--- src/rtl/gf2_column_reduction_macros.svh ---
// ----------------------------------------------------------------------------
// GF(2) column reduction assertion macros
// Concurrent assertion wrappers that are compiled out for synthesis.
// ----------------------------------------------------------------------------
`ifndef GF2_COLUMN_REDUCTION_MACROS_SVH
`define GF2_COLUMN_REDUCTION_MACROS_SVH

`ifndef SYNTHESIS

// Checked at every clock edge outside reset.
`define GCR_ASSERT(label, clk, rst_n, prop, msg) \
    label: assert property (@(posedge clk) disable iff (!rst_n) prop) \
        else $error(msg);

// Checked at every clock edge, reset included.
`define GCR_ASSERT_ALWAYS(label, clk, prop, msg) \
    label: assert property (@(posedge clk) prop) \
        else $error(msg);

`else

`define GCR_ASSERT(label, clk, rst_n, prop, msg)
`define GCR_ASSERT_ALWAYS(label, clk, prop, msg)

`endif

`endif

--- src/rtl/gcr_pkg.sv ---
// ----------------------------------------------------------------------------
// GF(2) column reduction package
// Shared widths, register indexes, error codes and types.
// ----------------------------------------------------------------------------
package gcr_pkg;

    localparam int DEF_ROWS    = 64;
    localparam int ROW_W       = 6;
    localparam int RANK_W      = 7;
    localparam int ERR_W       = 3;
    localparam int COL_CNT_W   = 16;
    localparam int STORE_CNT_W = 13;
    localparam int XOR_CNT_W   = 32;
    localparam int CFG_IDX_W   = 2;
    localparam int CFG_DATA_W  = 32;
    localparam int QUEUE_DEPTH = 2;

    // Configuration register indexes.
    localparam logic [CFG_IDX_W-1:0] REG_EMIT_REDUCED       = 2'd0;
    localparam logic [CFG_IDX_W-1:0] REG_COLUMN_LIMIT       = 2'd1;
    localparam logic [CFG_IDX_W-1:0] REG_STORED_ENTRY_LIMIT = 2'd2;
    localparam logic [CFG_IDX_W-1:0] REG_XOR_STEP_LIMIT     = 2'd3;

    // Error codes.
    localparam logic [ERR_W-1:0] ERR_NONE  = 3'd0;
    localparam logic [ERR_W-1:0] ERR_ORDER = 3'd1;
    localparam logic [ERR_W-1:0] ERR_INPUT = 3'd2;
    localparam logic [ERR_W-1:0] ERR_STORE = 3'd3;
    localparam logic [ERR_W-1:0] ERR_WORK  = 3'd4;

    typedef struct packed {
        logic                   emit_reduced;
        logic [COL_CNT_W-1:0]   column_limit;
        logic [STORE_CNT_W-1:0] stored_entry_limit;
        logic [XOR_CNT_W-1:0]   xor_step_limit;
    } cfg_t;

    typedef struct packed {
        logic full;
        logic empty;
    } q_status_t;

endpackage

--- src/rtl/gcr_in_if.sv ---
// ----------------------------------------------------------------------------
// Column entry channel
// Valid/ready channel that carries one row entry request of a column.
// ----------------------------------------------------------------------------
interface gcr_in_if;

    logic                      valid;
    logic                      ready;
    logic [gcr_pkg::ROW_W-1:0] row_index;
    logic                      has_entry;
    logic                      end_of_column;
    logic                      first_of_matrix;

    modport source (
        output valid,
        input  ready,
        output row_index,
        output has_entry,
        output end_of_column,
        output first_of_matrix
    );

    modport sink (
        input  valid,
        output ready,
        input  row_index,
        input  has_entry,
        input  end_of_column,
        input  first_of_matrix
    );

endinterface

--- src/rtl/gcr_front.sv ---
// ----------------------------------------------------------------------------
// GF(2) column reduction front end
// Collects row entries into a dense column, checks row order and hands each
// finished column to the queue together with its order error and clear mark.
// ----------------------------------------------------------------------------
module gcr_front #(
    parameter int ROWS = gcr_pkg::DEF_ROWS
) (
    input  logic                clk,
    input  logic                rst_n,
    gcr_in_if.sink              col_in,
    input  gcr_pkg::q_status_t  q_status,
    output logic                q_push,
    output logic [ROWS+1:0]     q_data
);

    localparam int PREV_W = gcr_pkg::ROW_W + 1;

    logic [ROWS-1:0]   acc_reg;
    logic [ROWS-1:0]   acc_next;
    logic [PREV_W-1:0] prev_reg;
    logic [PREV_W-1:0] prev_next;
    logic              err_reg;
    logic              err_next;
    logic              clear_reg;
    logic              clear_next;

    logic              accept;
    logic [ROWS-1:0]   base_acc;
    logic [PREV_W-1:0] base_prev;
    logic              base_err;
    logic              base_clear;
    logic [PREV_W-1:0] row_ext;
    logic              row_ok;

    assign col_in.ready = !q_status.full;
    assign accept       = col_in.valid && col_in.ready;
    assign row_ext      = {1'b0, col_in.row_index};

    always_comb
    begin
        base_acc   = col_in.first_of_matrix ? '0 : acc_reg;
        base_prev  = col_in.first_of_matrix ? '0 : prev_reg;
        base_err   = col_in.first_of_matrix ? 1'b0 : err_reg;
        base_clear = col_in.first_of_matrix | clear_reg;
        row_ok     = (row_ext < PREV_W'(ROWS)) && ((row_ext + PREV_W'(1)) > base_prev);

        acc_next   = acc_reg;
        prev_next  = prev_reg;
        err_next   = err_reg;
        clear_next = clear_reg;
        q_push     = 1'b0;
        q_data     = '0;

        if (accept)
        begin
            acc_next   = base_acc;
            prev_next  = base_prev;
            err_next   = base_err;
            clear_next = base_clear;

            // Once a column has an order error its later entries are dropped.
            if (col_in.has_entry && !base_err)
            begin
                if (row_ok)
                begin
                    for (int i = 0; i < ROWS; i++)
                    begin
                        if (col_in.row_index == gcr_pkg::ROW_W'(i))
                        begin
                            acc_next[i] = 1'b1;
                        end
                    end
                    prev_next = row_ext + PREV_W'(1);
                end
                else
                begin
                    err_next = 1'b1;
                end
            end

            if (col_in.end_of_column)
            begin
                q_push     = 1'b1;
                q_data     = {clear_next, err_next, acc_next};
                acc_next   = '0;
                prev_next  = '0;
                err_next   = 1'b0;
                clear_next = 1'b0;
            end
        end
    end

    always_ff @(posedge clk or negedge rst_n)
    begin
        if (!rst_n)
        begin
            acc_reg   <= '0;
            prev_reg  <= '0;
            err_reg   <= 1'b0;
            clear_reg <= 1'b0;
        end
        else
        begin
            acc_reg   <= acc_next;
            prev_reg  <= prev_next;
            err_reg   <= err_next;
            clear_reg <= clear_next;
        end
    end

endmodule

--- src/flat_wrapper.sv ---
// flat-port wrapper written by rule: the top's interface ports become plain ports
module gcr_front_flat 
#(
    parameter int ROWS = gcr_pkg::DEF_ROWS
)
  (clk, rst_n, q_status, q_push, q_data, col_in_valid, col_in_ready, col_in_row_index, col_in_has_entry, col_in_end_of_column, col_in_first_of_matrix);
  gcr_in_if col_in_i ();
  input  logic clk;
  input  logic rst_n;
  input  gcr_pkg::q_status_t q_status;
  output logic q_push;
  output logic [ROWS+1:0] q_data;
  input wire logic [$bits(col_in_i.valid)-1:0] col_in_valid;
  output wire logic [$bits(col_in_i.ready)-1:0] col_in_ready;
  input wire logic [$bits(col_in_i.row_index)-1:0] col_in_row_index;
  input wire logic [$bits(col_in_i.has_entry)-1:0] col_in_has_entry;
  input wire logic [$bits(col_in_i.end_of_column)-1:0] col_in_end_of_column;
  input wire logic [$bits(col_in_i.first_of_matrix)-1:0] col_in_first_of_matrix;
  assign col_in_i.valid = col_in_valid;
  assign col_in_ready = col_in_i.ready;
  assign col_in_i.row_index = col_in_row_index;
  assign col_in_i.has_entry = col_in_has_entry;
  assign col_in_i.end_of_column = col_in_end_of_column;
  assign col_in_i.first_of_matrix = col_in_first_of_matrix;
  gcr_front #(.ROWS(ROWS)) u_core (.clk(clk), .rst_n(rst_n), .col_in(col_in_i), .q_status(q_status), .q_push(q_push), .q_data(q_data));
endmodule
--- config.mk ---
export PLATFORM = sky130hd
export DESIGN_NAME = gcr_front_flat
export DESIGN_NICKNAME = d
export VERILOG_FILES = /design/src/rtl/gf2_column_reduction_macros.svh /design/src/rtl/gcr_pkg.sv /design/src/rtl/gcr_in_if.sv /design/src/rtl/gcr_front.sv /design/src/flat_wrapper.sv
export SDC_FILE = /design/constraint.sdc
export NUM_CORES = 1
export LEC_CHECK = 0
export BUFFER_PORTS_ARGS = -buffer_cell sky130_fd_sc_hd__clkbuf_2
export CAP_MARGIN = 30
export CORE_AREA = 2 2 84 86
export CTS_BUF_LIST = sky130_fd_sc_hd__clkbuf_4 sky130_fd_sc_hd__clkbuf_8
export DETAILED_ROUTE_END_ITERATION = 7
export DIE_AREA = 0 0 86 88
export MAX_ROUTING_LAYER = met4
export PLACE_DENSITY_LB_ADDON = 0.25
export SLEW_MARGIN = 20
export SYNTH_ARGS = -nofsm -noshare
export SYNTH_HDL_FRONTEND = slang
export SYNTH_SLANG_ARGS = --single-unit
--- constraint.sdc ---
create_clock -name clk -period 8.6 [get_ports clk]
set_input_delay 1.72 -clock clk [delete_from_list [all_inputs] [get_ports clk]]
set_output_delay 1.72 -clock clk [all_outputs]
set_load 0.02 [all_outputs]
==> flow_summary.yaml <==
clock_tree:
  cts-buffers-inserted: 9
  clk_path_buf_depth: 2
  htree_levels: 3
  clk_latency_ns: 0.35
  cts_resized: 0
  cts_hold_buf: 0
  cts_tree: "built"
  cts.sinks: 73
  cts_setup_buffers: 0
  cts.clk_slew.worst_paths_ns: 0.08
  cts-root-buf: "clkbuf_8"
sta:
  fin_crit_ns: 6.86
  slew_headroom_pct: 56.4
  hold_viol: 0
  maxSlewViolCount: 0
  skew_ns: 0.00877
  rsz0062_at_grt: "no"
  max_freq_mhz: 146
  finalCritPeriodShare_pct: 79.8
  setup_tns_ns: 0
  finalSetupViolCount: 0
  worst_pin_slew_ns: 0.654
synthesis:
  yosysTopAreaCellShare_pct: 46.6
  synth.top_cells.by_area: "dfrtp_1, nand2_1, o21ai_0"
  synth_area_um2: 3920
  syn_avg_cell_area_um2: 8.22
  synth-seq-cells: 73
  synth-seq-area-share_pct: 46.6
  syn_nets: 502
  yosys.area.top_type: "dfrtp_1"
  synth_cell_type_count: 34
  netlist_instances: 477
  ys_warn_count: 0
power:
  power.total_mw: 0.727
  p_leak_nw: 2.04
  p_int_mw: 0.537
  seqPwrFrac_pct: 48.3
  pwr-share-clk_pct: 41.6
  cellPowerDensity_nw_per_um2: 159
  ir_drop_uv: 101
  combPwrFrac_pct: 10.1
  switchingPower_mw: 0.189
  switching_share_pct: 26.0
global_route:
  grt_remaining_overflow: 0
  grt_usage_pct: 28.3
  grt_max_degree: 74
  grt_pass1_vias: 3477
  antenna_found_initial: 0
  grt_pass1_wl_mm: 16.3
drt:
  first_pass_iters: 5
  drcViolationCount: 0
  routed_via_density: 5.84
  drtAntennaViolNets: 0
  drt_iter0_drc: 234
  wl_per_cell_um: 15.8
  vias: 3669
  routed_wl_mm: 9.93
worst_setup_path:
  cp_max_fo: 32
  required_ns: 6.88
  start_kind: "input pin"
  end_kind: "primary output"
  arrival_ns: 5.14
  worstSetupPathType: "input pin to primary output"
die:
  dieArea_um2: 7570
  start_util_pct: 59.0
  die_h_um: 88
  core_um2: 6640
  io_pins: 82
  die_x_um: 86
  row_count: 30
placed_design:
  place_inst: 611
  io_buffers: 80
  hpwl_mm: 6.35
  place_congestion: 0.959
status:
  outcome: "completed"
hold_path:
  hp-class: "flip-flop to flip-flop"
final_layout:
  stdcell_count: 628
  fill_cells: 546
  regArea_um2: 1830
  nets: 568
  n_antenna_cell: 0
  largest_reg_flops: 64
  syn_to_final_growth_pct: 17.0
  multi_input_area_um2: 1930
  drive_gt1_share_pct: 23.9
run:
  cap_violations: 0
-- synthesized netlist by cell type --
library cell	number
nor2b_1	4
o21ai_0	93
buf_1	5
o21a_1	1
clkinv_1	1
nand4_1	2
o31ai_2	1
o31ai_1	4
nand3b_1	3
a21o_1	1
and2_1	4
o21ai_1	13
and2b_1	1
buf_4	1
nand3_1	18
ha_1	11
nand3_2	1
nand2b_1	10
a32o_1	7
dfrtp_1	73
clkbuf_1	20
a21oi_1	8
buf_2	5
nor3_1	1
nand2_1	149
buf_6	3
inv_1	3
xor2_1	1
nor2_1	7
o21ai_2	20
xnor2_1	3
nand2_2	1
nor2_2	1
a211oi_2	1
-- path summary, 6_finish.rpt --
check / cells after the start / end / slack, ns / start
setup / recovery: 12 / q_data[0] / 1.74 / col_in_row_index[0]
hold / removal: 2 / u_core.acc_reg[50] / 0.48 / u_core.acc_reg[50]
setup reg to reg: 8 / u_core.acc_reg[31] / 5.97 / u_core.prev_reg[6]
hold reg to reg: 2 / u_core.acc_reg[50] / 0.48 / u_core.acc_reg[50]
max in group asynchronous: 3 / u_core.acc_reg[34] / 6.75 / rst_n
min in group asynchronous: 2 / u_core.acc_reg[30] / 1.30 / rst_n
-- power by group through the flow --
stage / clock network (mW) / registers, mW / logic (mW)
after global routing: 0.319 / 0.352 / 0.0808
after detailed placement: 0 / 0.358 / 0.0712
final: 0.302 / 0.351 / 0.0733
after CTS: 0.304 / 0.351 / 0.0717
after floorplan: 0 / 0.357 / 0.0456
after global placement: 0 / 0.357 / 0.0696
-- cells in the final DEF (no fill, tap or decap), types with 3 or more instances in the layout --
cell	instances
nand2_1	149
o21ai_0	92
clkbuf_2	79
dfrtp_1	73
o21ai_2	20
nand3_1	18
o21ai_1	13
ha_1	11
nand2b_1	10
clkbuf_8	9
a21oi_1	8
buf_4	8
nor2_1	7
a32o_1	7
o31ai_1	4
nor2b_1	4
and2_1	4
inv_1	3
xnor2_1	3
nand3b_1	3
-- cells by family (layout without fill, tap and decap cells) --
logic type | count (synthesis) | count (layout) | synth area share [%]
buffers and inverters | 38 | 109 | 4.47
XOR/XNOR | 4 | 4 | 0.894
flip-flops | 73 | 73 | 46.6
AO/OA/AOI/OAI | 149 | 149 | 22.6
adder cells (fa/ha/maj) | 11 | 11 | 3.51
AND/OR/NAND/NOR | 202 | 202 | 21.9
-- metal layers --
| layer | global-route usage [%] | part of all wire [%] |
|---|---|---|
| met2 | 45.1 | 49 |
| met1 | 36.6 | 43 |
| met4 | 11.3 | 2.0 |
| met5 | - | 0 |
| met3 | 4.24 | 6.3 |
-- layout make-up --
class	instances	area share, %
Sequential cell	73	39.8
Multi-Input combinational cell	366	42.2
Clock inverter	6	1.97
Tap cell	80	2.18
Inverter	4	0.328
Timing Repair Buffer	89	10.6
Clock buffer	10	2.87
-- worst max-delay path, stage by stage --
cell and delay [ns]:
clkbuf_2 0.16, ha_1 0.44, nand2_1 0.26, xnor2_1 0.21, ha_1 0.32, a21oi_1 0.07, o21a_1 0.20, a211oi_2 0.50
buf_4 0.25, nand2_2 0.36, o21ai_0 0.41, clkbuf_2 0.23
-- metrics by stage --
stage / hold slack (ns) / instance area, um2 / util [%] / worst slack [ns]
4_1_cts: 0.482 / 4560 / 68.6 / 1.81
3_3_place_gp: 0.459 / 4340 / 65.3 / 1.88
3_5_place_dp: 0.465 / 4340 / 65.3 / 1.83
5_1_grt: 0.493 / 4580 / 69.0 / 1.44
6_report: 0.482 / 4580 / 69.0 / 1.74
2_1_floorplan: 0.448 / 3920 / - / 2.74
Power figures use the tool's default switching activity.
