$ cat config.mk
export PLATFORM = sky130hd
export DESIGN_NAME = gcr_fifo
export DESIGN_NICKNAME = d
export VERILOG_FILES = /design/src/rtl/gf2_column_reduction_macros.svh /design/src/rtl/gcr_pkg.sv /design/src/rtl/gcr_fifo.sv
export SDC_FILE = /design/constraint.sdc
export NUM_CORES = 1
export LEC_CHECK = 0
export ABC_AREA = 1
export ABC_CLOCK_PERIOD_IN_PS = 4400
export BUFFER_PORTS_ARGS = -buffer_cell sky130_fd_sc_hd__buf_2
export CORE_ASPECT_RATIO = 1.4
export CORE_MARGIN = 3
export CORE_UTILIZATION = 45
export CTS_CLUSTER_SIZE = 24
export DETAILED_ROUTE_END_ITERATION = 7
export PLACE_DENSITY_LB_ADDON = 0.1
export SYNTH_ARGS = -nofsm -noshare
export SYNTH_HDL_FRONTEND = slang
export SYNTH_SLANG_ARGS = --single-unit
$ cat constraint.sdc
create_clock -name clk -period 4.4 [get_ports clk]
set_input_delay 0 -clock clk [delete_from_list [all_inputs] [get_ports clk]]
set_output_delay 0 -clock clk [all_outputs]
set_load 0.02 [all_outputs]
$ cat src/rtl/gf2_column_reduction_macros.svh
// ----------------------------------------------------------------------------
// GF(2) column reduction assertion macros
// Concurrent assertion wrappers that are compiled out for synthesis.
// ----------------------------------------------------------------------------
`ifndef GF2_COLUMN_REDUCTION_MACROS_SVH
`define GF2_COLUMN_REDUCTION_MACROS_SVH

`ifndef SYNTHESIS

// Checked at every clock edge outside reset.
`define GCR_ASSERT(label, clk, rst_n, prop, msg) \
    label: assert property (@(posedge clk) disable iff (!rst_n) prop) \
        else $error(msg);

// Checked at every clock edge, reset included.
`define GCR_ASSERT_ALWAYS(label, clk, prop, msg) \
    label: assert property (@(posedge clk) prop) \
        else $error(msg);

`else

`define GCR_ASSERT(label, clk, rst_n, prop, msg)
`define GCR_ASSERT_ALWAYS(label, clk, prop, msg)

`endif

`endif

$ cat src/rtl/gcr_pkg.sv
// ----------------------------------------------------------------------------
// GF(2) column reduction package
// Shared widths, register indexes, error codes and types.
// ----------------------------------------------------------------------------
package gcr_pkg;

    localparam int DEF_ROWS    = 64;
    localparam int ROW_W       = 6;
    localparam int RANK_W      = 7;
    localparam int ERR_W       = 3;
    localparam int COL_CNT_W   = 16;
    localparam int STORE_CNT_W = 13;
    localparam int XOR_CNT_W   = 32;
    localparam int CFG_IDX_W   = 2;
    localparam int CFG_DATA_W  = 32;
    localparam int QUEUE_DEPTH = 2;

    // Configuration register indexes.
    localparam logic [CFG_IDX_W-1:0] REG_EMIT_REDUCED       = 2'd0;
    localparam logic [CFG_IDX_W-1:0] REG_COLUMN_LIMIT       = 2'd1;
    localparam logic [CFG_IDX_W-1:0] REG_STORED_ENTRY_LIMIT = 2'd2;
    localparam logic [CFG_IDX_W-1:0] REG_XOR_STEP_LIMIT     = 2'd3;

    // Error codes.
    localparam logic [ERR_W-1:0] ERR_NONE  = 3'd0;
    localparam logic [ERR_W-1:0] ERR_ORDER = 3'd1;
    localparam logic [ERR_W-1:0] ERR_INPUT = 3'd2;
    localparam logic [ERR_W-1:0] ERR_STORE = 3'd3;
    localparam logic [ERR_W-1:0] ERR_WORK  = 3'd4;

    typedef struct packed {
        logic                   emit_reduced;
        logic [COL_CNT_W-1:0]   column_limit;
        logic [STORE_CNT_W-1:0] stored_entry_limit;
        logic [XOR_CNT_W-1:0]   xor_step_limit;
    } cfg_t;

    typedef struct packed {
        logic full;
        logic empty;
    } q_status_t;

endpackage

$ cat src/rtl/gcr_fifo.sv
// ----------------------------------------------------------------------------
// GF(2) column reduction column queue
// Short first-in first-out queue of finished columns between front and back.
// ----------------------------------------------------------------------------
module gcr_fifo #(
    parameter int WIDTH = gcr_pkg::DEF_ROWS + 2
) (
    input  logic               clk,
    input  logic               rst_n,
    input  logic               push,
    input  logic [WIDTH-1:0]   push_data,
    input  logic               pop,
    output logic [WIDTH-1:0]   pop_data,
    output gcr_pkg::q_status_t status
);

    localparam int DEPTH = gcr_pkg::QUEUE_DEPTH;
    localparam int PTR_W = (DEPTH > 1) ? $clog2(DEPTH) : 1;
    localparam int CNT_W = $clog2(DEPTH + 1);

    logic [WIDTH-1:0] entry_reg [DEPTH];
    logic [PTR_W-1:0] wr_ptr_reg;
    logic [PTR_W-1:0] wr_ptr_next;
    logic [PTR_W-1:0] rd_ptr_reg;
    logic [PTR_W-1:0] rd_ptr_next;
    logic [CNT_W-1:0] count_reg;
    logic [CNT_W-1:0] count_next;
    logic             do_push;
    logic             do_pop;

    assign status.full  = (count_reg == CNT_W'(DEPTH));
    assign status.empty = (count_reg == '0);
    assign do_push      = push && !status.full;
    assign do_pop       = pop && !status.empty;
    assign pop_data     = entry_reg[rd_ptr_reg];

    always_comb
    begin
        wr_ptr_next = wr_ptr_reg;
        rd_ptr_next = rd_ptr_reg;
        count_next  = count_reg;
        if (do_push)
        begin
            wr_ptr_next = (wr_ptr_reg == PTR_W'(DEPTH - 1)) ? '0 : wr_ptr_reg + PTR_W'(1);
        end
        if (do_pop)
        begin
            rd_ptr_next = (rd_ptr_reg == PTR_W'(DEPTH - 1)) ? '0 : rd_ptr_reg + PTR_W'(1);
        end
        if (do_push && !do_pop)
        begin
            count_next = count_reg + CNT_W'(1);
        end
        else if (do_pop && !do_push)
        begin
            count_next = count_reg - CNT_W'(1);
        end
    end

    always_ff @(posedge clk)
    begin
        if (do_push)
        begin
            entry_reg[wr_ptr_reg] <= push_data;
        end
    end

    always_ff @(posedge clk or negedge rst_n)
    begin
        if (!rst_n)
        begin
            wr_ptr_reg <= '0;
            rd_ptr_reg <= '0;
            count_reg  <= '0;
        end
        else
        begin
            wr_ptr_reg <= wr_ptr_next;
            rd_ptr_reg <= rd_ptr_next;
            count_reg  <= count_next;
        end
    end

endmodule

==> results of run 1 <==
[cell type report]
type,count,area [um^2]
well taps,141,176
clock inverters,14,181
multi-input cells,218,850
repair buffers,212,1420
clock buffers,18,429
fillers,846,3770
inverters,8,30.0
flip-flops and latches,136,4070
[metrics by stage]
step                      cell area (um^2)   util
after floorplan                       5050      -
after global placement                5840  0.535
after detailed placement              5840  0.535
after CTS                             7160  0.655
after global routing                  7160  0.655
final                                 7160  0.655
[repair_timing]
item	in CTS	in global routing
hold buffers	70	0
endpoints found under the hold margin	138	0
buffers inserted	0	0
[cell families (layout without fill, tap and decap cells)]
family / count (synthesis) / count (layout) / synth area share
xor gates and xnor gates: 1 / 1 / 0.00174
buffers and inverters: 23 / 252 / 0.0280
adders and majority gates: 1 / 1 / 0.00248
AOI/OAI and AO/OA: 2 / 2 / 0.00198
DFF: 136 / 136 / 0.805
and+or+nand+nor: 214 / 214 / 0.161
[cells in the mapped netlist]
library cell / number / area [um^2]
edfxtp_1: 132 / 3960
buf_2: 8 / 40.0
nor2_1: 4 / 15.0
buf_6: 5 / 56.3
inv_1: 7 / 26.3
buf_4: 2 / 15.0
nand4_1: 1 / 6.26
inv_2: 1 / 3.75
xnor2_1: 1 / 8.76
nand2_1: 207 / 777
nand3b_1: 1 / 7.51
nand3_1: 1 / 5.00
dfrtp_1: 4 / 100
o21ai_0: 2 / 10.0
ha_1: 1 / 12.5
[layer usage]
metal	up-vias	global-route usage
met5	-	0
met4	0	0.0759
met3	21	0.0578
met2	121	0.282
met1	1632	0.209
li1	1699	-
[worst paths after layout]
path / start / to / slack [ps]
setup / recovery: count_reg[1] / entry_reg[0][0] / 2070
hold / removal: push_data[34] / entry_reg[0][34] / 320
setup reg to reg: count_reg[1] / entry_reg[0][0] / 2070
hold reg to reg: wr_ptr_reg / wr_ptr_reg / 480
max in group asynchronous: rst_n / rd_ptr_reg / 3700
min in group asynchronous: rst_n / rd_ptr_reg / 510
[power by group through the flow]
stage               logic, uW  registers [uW]  clock network, uW
detailed placement       1600            1870                  0
global placement         1580            1860                  0
global route             1790            1870               1530
CTS                      1650            1840               1460
finish                   1620            1840               1440
floorplan                1090            1870                  0
[layout by cell type (no fill, tap or decap), drive strengths merged]
cell / Yosys / routed
nand2: 207 / 207
buf: 15 / 142
edfxtp: 132 / 132
dlygate4sd3: 0 / 70
clkbuf: 0 / 18
inv: 8 / 8
clkinvlp: 0 / 5
clkinv: 0 / 5
bufinv: 0 / 4
nor2: 4 / 4
dfrtp: 4 / 4
o21ai: 2 / 2
xnor2: 1 / 1
nand3b: 1 / 1
nand3: 1 / 1
nand4: 1 / 1
ha: 1 / 1
[critical path, cell delays in order (launching register included)]
cell     delay [ps]
dfrtp_1         400
inv_1           100
nor2_1           60
nor2_1          150
nand2_1         100
inv_2           670
buf_4           480
==> impl_results.md, run 1 <==
- Outcome: finished, final reports clean
- NetSw: 1720 uW
- TritonCTS clock tree: done
- Maximum number of pins on one net before global-route repair: 68
- Final TNS setup: 0 ps
- Max FFs per register: 132
- First drt pass iteration count: 4
- Achievable Freq: 429 MHz
- Share of post-route cells with drive strength above 1: 0.290
- First-pass GRT wire length: 16200 um
- Seq pwr share: 0.376
- Switching part of the total: 0.351
- DRC Markers: 0
- Post-Route WL: 10300 um
- Initial DRC count: 203
- Avg Synthesized Cell Area: 13.4 um^2
- Power per Cell Area: 684 mW/mm^2
- Max-Cap Viols: 0
- Clk_skew: 2.97 ps
- Distinct cells, synth: 15
- Core ar.: 0.0109 mm^2
- Final Hold Violating Endpoints: 0
- Final Max Slew Viols: 0
- Reg clk slew, reported paths: 50 ps
- Top layer in use: met4
- Resize count post-CTS: 0
- Port Buf Inserts: 137
- Worst hold stages: 2
- Clk pwr share: 0.294
- Static leakage: 0.00310 uW
- Vias in the first global route: 3444
- N_diodes: 0
- Worst-margin pin slew: 1120 ps
- Synthesis-stage register bit count: 136
- DRT antenna net count: 0
- Initial cell density of the core: 0.462
- Via count: 3473
- Met1 wire length: 4180 um
- HPWL Detailed: 6020 um
- Rel. slew slack: 0.248
- Crit end category: flop
- # setup viols final: 0
- Register area share after synthesis: 0.805
- Cells after Synth: 377
- Mapped cell area: 0.00505 mm^2
- CTS buffer count: 17
- H-tree depth: 4
- Synthesis Warnings: 0
- Initial antenna violation count: 0
- Final Cycle Share: 0.530
- Nets: 664
- Post-place setup slack: 2040 ps
- Placed insts: 645
- CP required: 4460 ps
- Die width: 95.5 um
- Critical path arrival: 2400 ps
- Int Power: 3180 uW
- # rows: 45
- Clock tree buffer depth: 2
- Syn nets: 448
- Final period demand of the worst path: 2330 ps
- Fin Hold WS: 318 ps
- CTS Sinks: 136
- RSZ-0062 raised after global routing: no
- Synthesis-to-finish area growth: 41.8%
- Total gr overflow: 0
- GRT Util Overall: 0.174
- Combinational share of power: 0.330
- Crit Path Max Fanout: 42
- Worst-case reg-to-reg path depth: 6
- Gpl congestion: 0.720
- Clk_lat worst skew: 400 ps
- Final WS setup: 2070 ps
- Vias/cell: 4.65
- Routed wire length on met3: 708 um
- WL/cell: 13.8 um
- Type of the worst setup path: reg -> reg
- Startpoint type of the worst setup path: flop
- Met2 wire length: 5220 um
- PnR Total Power: 4900 uW
- IO Pins: 138
- Die ar.: 0.0125 mm^2
- Root Buffer: clkbuf_16
- Maximum VDD drop: 0.354 mV
- Die Y: 131 um
- Worst hold path class: in -> reg
- Non-filler cells, final: 747
Note: power is estimated with default switching activity, not from simulation.
==> inputs of run 2 (changes only) <==
--- a/config.mk
+++ b/config.mk
@@ -6,7 +6,7 @@
 export NUM_CORES = 1
 export LEC_CHECK = 0
 export ABC_AREA = 1
-export ABC_CLOCK_PERIOD_IN_PS = 4400
+export ABC_CLOCK_PERIOD_IN_PS = 2100
 export BUFFER_PORTS_ARGS = -buffer_cell sky130_fd_sc_hd__buf_2
 export CORE_ASPECT_RATIO = 1.4
 export CORE_MARGIN = 3
==> constraint.sdc (replaced) <==
create_clock -name clk -period 2.1 [get_ports clk]
set_input_delay 0 -clock clk [delete_from_list [all_inputs] [get_ports clk]]
set_output_delay 0 -clock clk [all_outputs]
set_load 0.02 [all_outputs]
==> run 2 against run 1 <==
  * Highest routed layer unchanged
  * Count of clock-buffer cells in the layout did not move
  * Die area did not move
  * Sequential share of layout area fell by 0.81 points
  * First-iteration DRC count fell by 4.4%
  * Sequential power rose by 110%
  * Non-clock buffer count rose by 2
  * Combinational power rose by 120%
==> impl_results.md, run 2 (same netlist as run 1, synthesis figures left out) <==
- Outcome: finished, final reports clean
- Die width: 95.5 um (unchanged)
- Final TNS setup: 0 ps (unchanged)
- # rows: 45 (unchanged)
- Worst path slowest cell: buf_4
- Gpl congestion: 0.696 (-3.3%)
- Worst hold path class: in -> reg
- Hold Path End: entry_reg[0][43]
- Share of post-route cells with drive strength above 1: 0.299 (+0.00891)
- Cell Area, Placed: 0.00593 mm^2 (+1.4%)
- Clock tree buffer depth: 2 (unchanged)
- Worst hold start: push_data[43]
- Die ar.: 0.0125 mm^2 (unchanged)
- CP required: 2100 ps (-2360 ps)
- CTS Sinks: 136 (unchanged)
- Worst Setup SP: rd_ptr_reg
- Final non-filler cell area: 0.00726 mm^2 (+1.5%)
- Seq pwr share: 0.367 (-0.009)
- Core ar.: 0.0109 mm^2 (unchanged)
- Crit Path Max Fanout: 67 (+60%)
- Worst-margin pin slew: 745 ps (-380 ps)
- Max FFs per register: 132 (unchanged)
- Clk_lat worst skew: 400 ps (about the same)
- Static leakage: 0.00314 uW (+1.3%)
- First-pass GRT wire length: 16000 um (-1.1%)
- Clk_skew: 5.21 ps (+2.25 ps)
- Final Hold Violating Endpoints: 0 (unchanged)
- Commonest non-fill, non-tap cells in the layout: nand2_1, buf_2, edfxtp_1, dlygate4sd3_1, clkbuf_16
- Vias/cell: 4.58 (-1.6%)
- GRT Util Overall: 0.168 (-0.00540)
- DRC Markers: 0 (unchanged)
- RSZ-0062 raised after global routing: no
- Max incr delay on CP: 590 ps (-80 ps)
- Switching part of the total: 0.346 (-0.00510)
- Clk pwr share: 0.298 (+0.004)
- Worst hold stages: 2 (unchanged)
- Root Buffer: clkbuf_16
- Maximum number of pins on one net before global-route repair: 68 (unchanged)
- N_diodes: 0 (unchanged)
- Die Y: 131 um (unchanged)
- Register-to-register setup slack: 510 ps (-1560 ps)
- Initial cell density of the core: 0.462 (unchanged)
- Nets: 666 (+0.30%)
- WL/cell: 13.7 um (-0.37%)
- IO Pins: 138 (unchanged)
- Type of the worst setup path: reg -> out
- TritonCTS clock tree: done
- Via count: 3428 (-1.3%)
- R2R Path Start: count_reg[1]
- FF-to-FF End: entry_reg[0][45]
- Critical-path cell list: buf_4 > nand2_1 > nand2_1 > buf_2
- Reg clk slew, reported paths: 50 ps (about the same)
- HPWL Detailed: 6050 um (+0.47%)
- Port Buf Inserts: 137 (unchanged)
- Worst-case reg-to-reg path depth: 6 (unchanged)
- Commonest non-fill, non-tap cell in the layout: nand2_1
- Post-Route WL: 10300 um (-0.11%)
- CTS buffer count: 17 (unchanged)
- Initial DRC count: 194 (-4.4%)
- Final Cycle Share: 0.864
- Maximum VDD drop: 0.850 mV (+140%)
- NetSw: 3640 uW (+110%)
- Achievable Freq: 551 MHz
- Synthesis-to-finish area growth: 43.9%
- First drt pass iteration count: 6 (+2)
- Vias in the first global route: 3457 (+0.38%)
- Power per Cell Area: 1450 mW/mm^2 (+110%)
- Final period demand of the worst path: 1820 ps
- Rel. slew slack: 0.503 (+0.255)
- Setup Fix Bufs, Post-CTS: 0 (unchanged)
- Startpoint type of the worst setup path: flop
- Combinational share of power: 0.336 (+0.006)
- H-tree depth: 4 (unchanged)
- Crit end category: output port
- Int Power: 6890 uW (+120%)
- Initial antenna violation count: 0 (unchanged)
- Max-Cap Viols: 0 (unchanged)
- Critical path arrival: 1820 ps (-580 ps)
- Fillcell total: 835 (-1.3%)
- CP dominant cell by count: nand2_1
- Total gr overflow: 0 (unchanged)
- # setup viols final: 0 (unchanged)
- DRT antenna net count: 0 (unchanged)
- Final Max Slew Viols: 0 (unchanged)
==> run 2: cell count changes in the layout (fill, tap and decap cells not counted), moves of 2 or more <==
cell	delta
nor2_1	-2
clkinvlp_4	-2
buf_12	+4
clkinv_4	+2
buf_4	-2
==> run 2: cell type report <==
type / instances / area (um^2) / area share
Timing Repair Buffer: 214 / 1490 / 0.205
Clock inverter: 14 / 205 / 0.0283
Tap cell: 141 / 176 / 0.0243
Inverter: 8 / 33.8 / 0.00465
Multi-Input combinational cell: 218 / 862 / 0.119
Clock buffer: 18 / 429 / 0.0591
Sequential cell: 136 / 4070 / 0.560
==> run 2: worst max-delay path by stage <==
stage | to
after global placement | entry_reg[0][26]
after CTS | pop_data[28]
after detailed placement | entry_reg[0][23]
after global routing | pop_data[56]
after floorplan | entry_reg[0][0]
final | pop_data[28]
==> run 2: power by group through the flow <==
stage	Clock [uW]	Combinational, uW	Sequential (uW)
after floorplan	0	2310	3900
after global placement	0	3460	3890
after detailed placement	0	3490	3910
after CTS	3200	3600	3860
after global routing	3300	3890	3910
final	3140	3530	3860
==> run 2: metrics by stage <==
step                      utilization  std cells  power, uW  setup slack, ps  hold WS (ps)
after global placement          0.543        647       7350              556          -187
after global routing            0.665        749      11100              172           318
after floorplan                     -        377       6210             3.92          -296
after detailed placement        0.543        647       7400              523          -189
after CTS                       0.665        749      10700              259           299
final                           0.665        749      10500              285           318
==> run 2: repair_timing <==
item	in CTS	in global routing
hold buffers	70	0
endpoints found under the hold margin	138	0
resized for setup	0	0
==> run 2: layer usage <==
layer / wire [um] / track usage / vias up
met5: 0 / 0 / -
met4: 178 / 0.0672 / 0
met3: 591 / 0.0544 / 16
met2: 5360 / 0.283 / 100
met1: 4160 / 0.196 / 1607
li1: - / - / 1705
==> run 2: critical path, delay by kind of cell, from the launching register on <==
kind | cells | cell delay, ps
buffers and inverters | 2 | 760
DFF | 1 | 360
and+or+nand+nor | 2 | 250
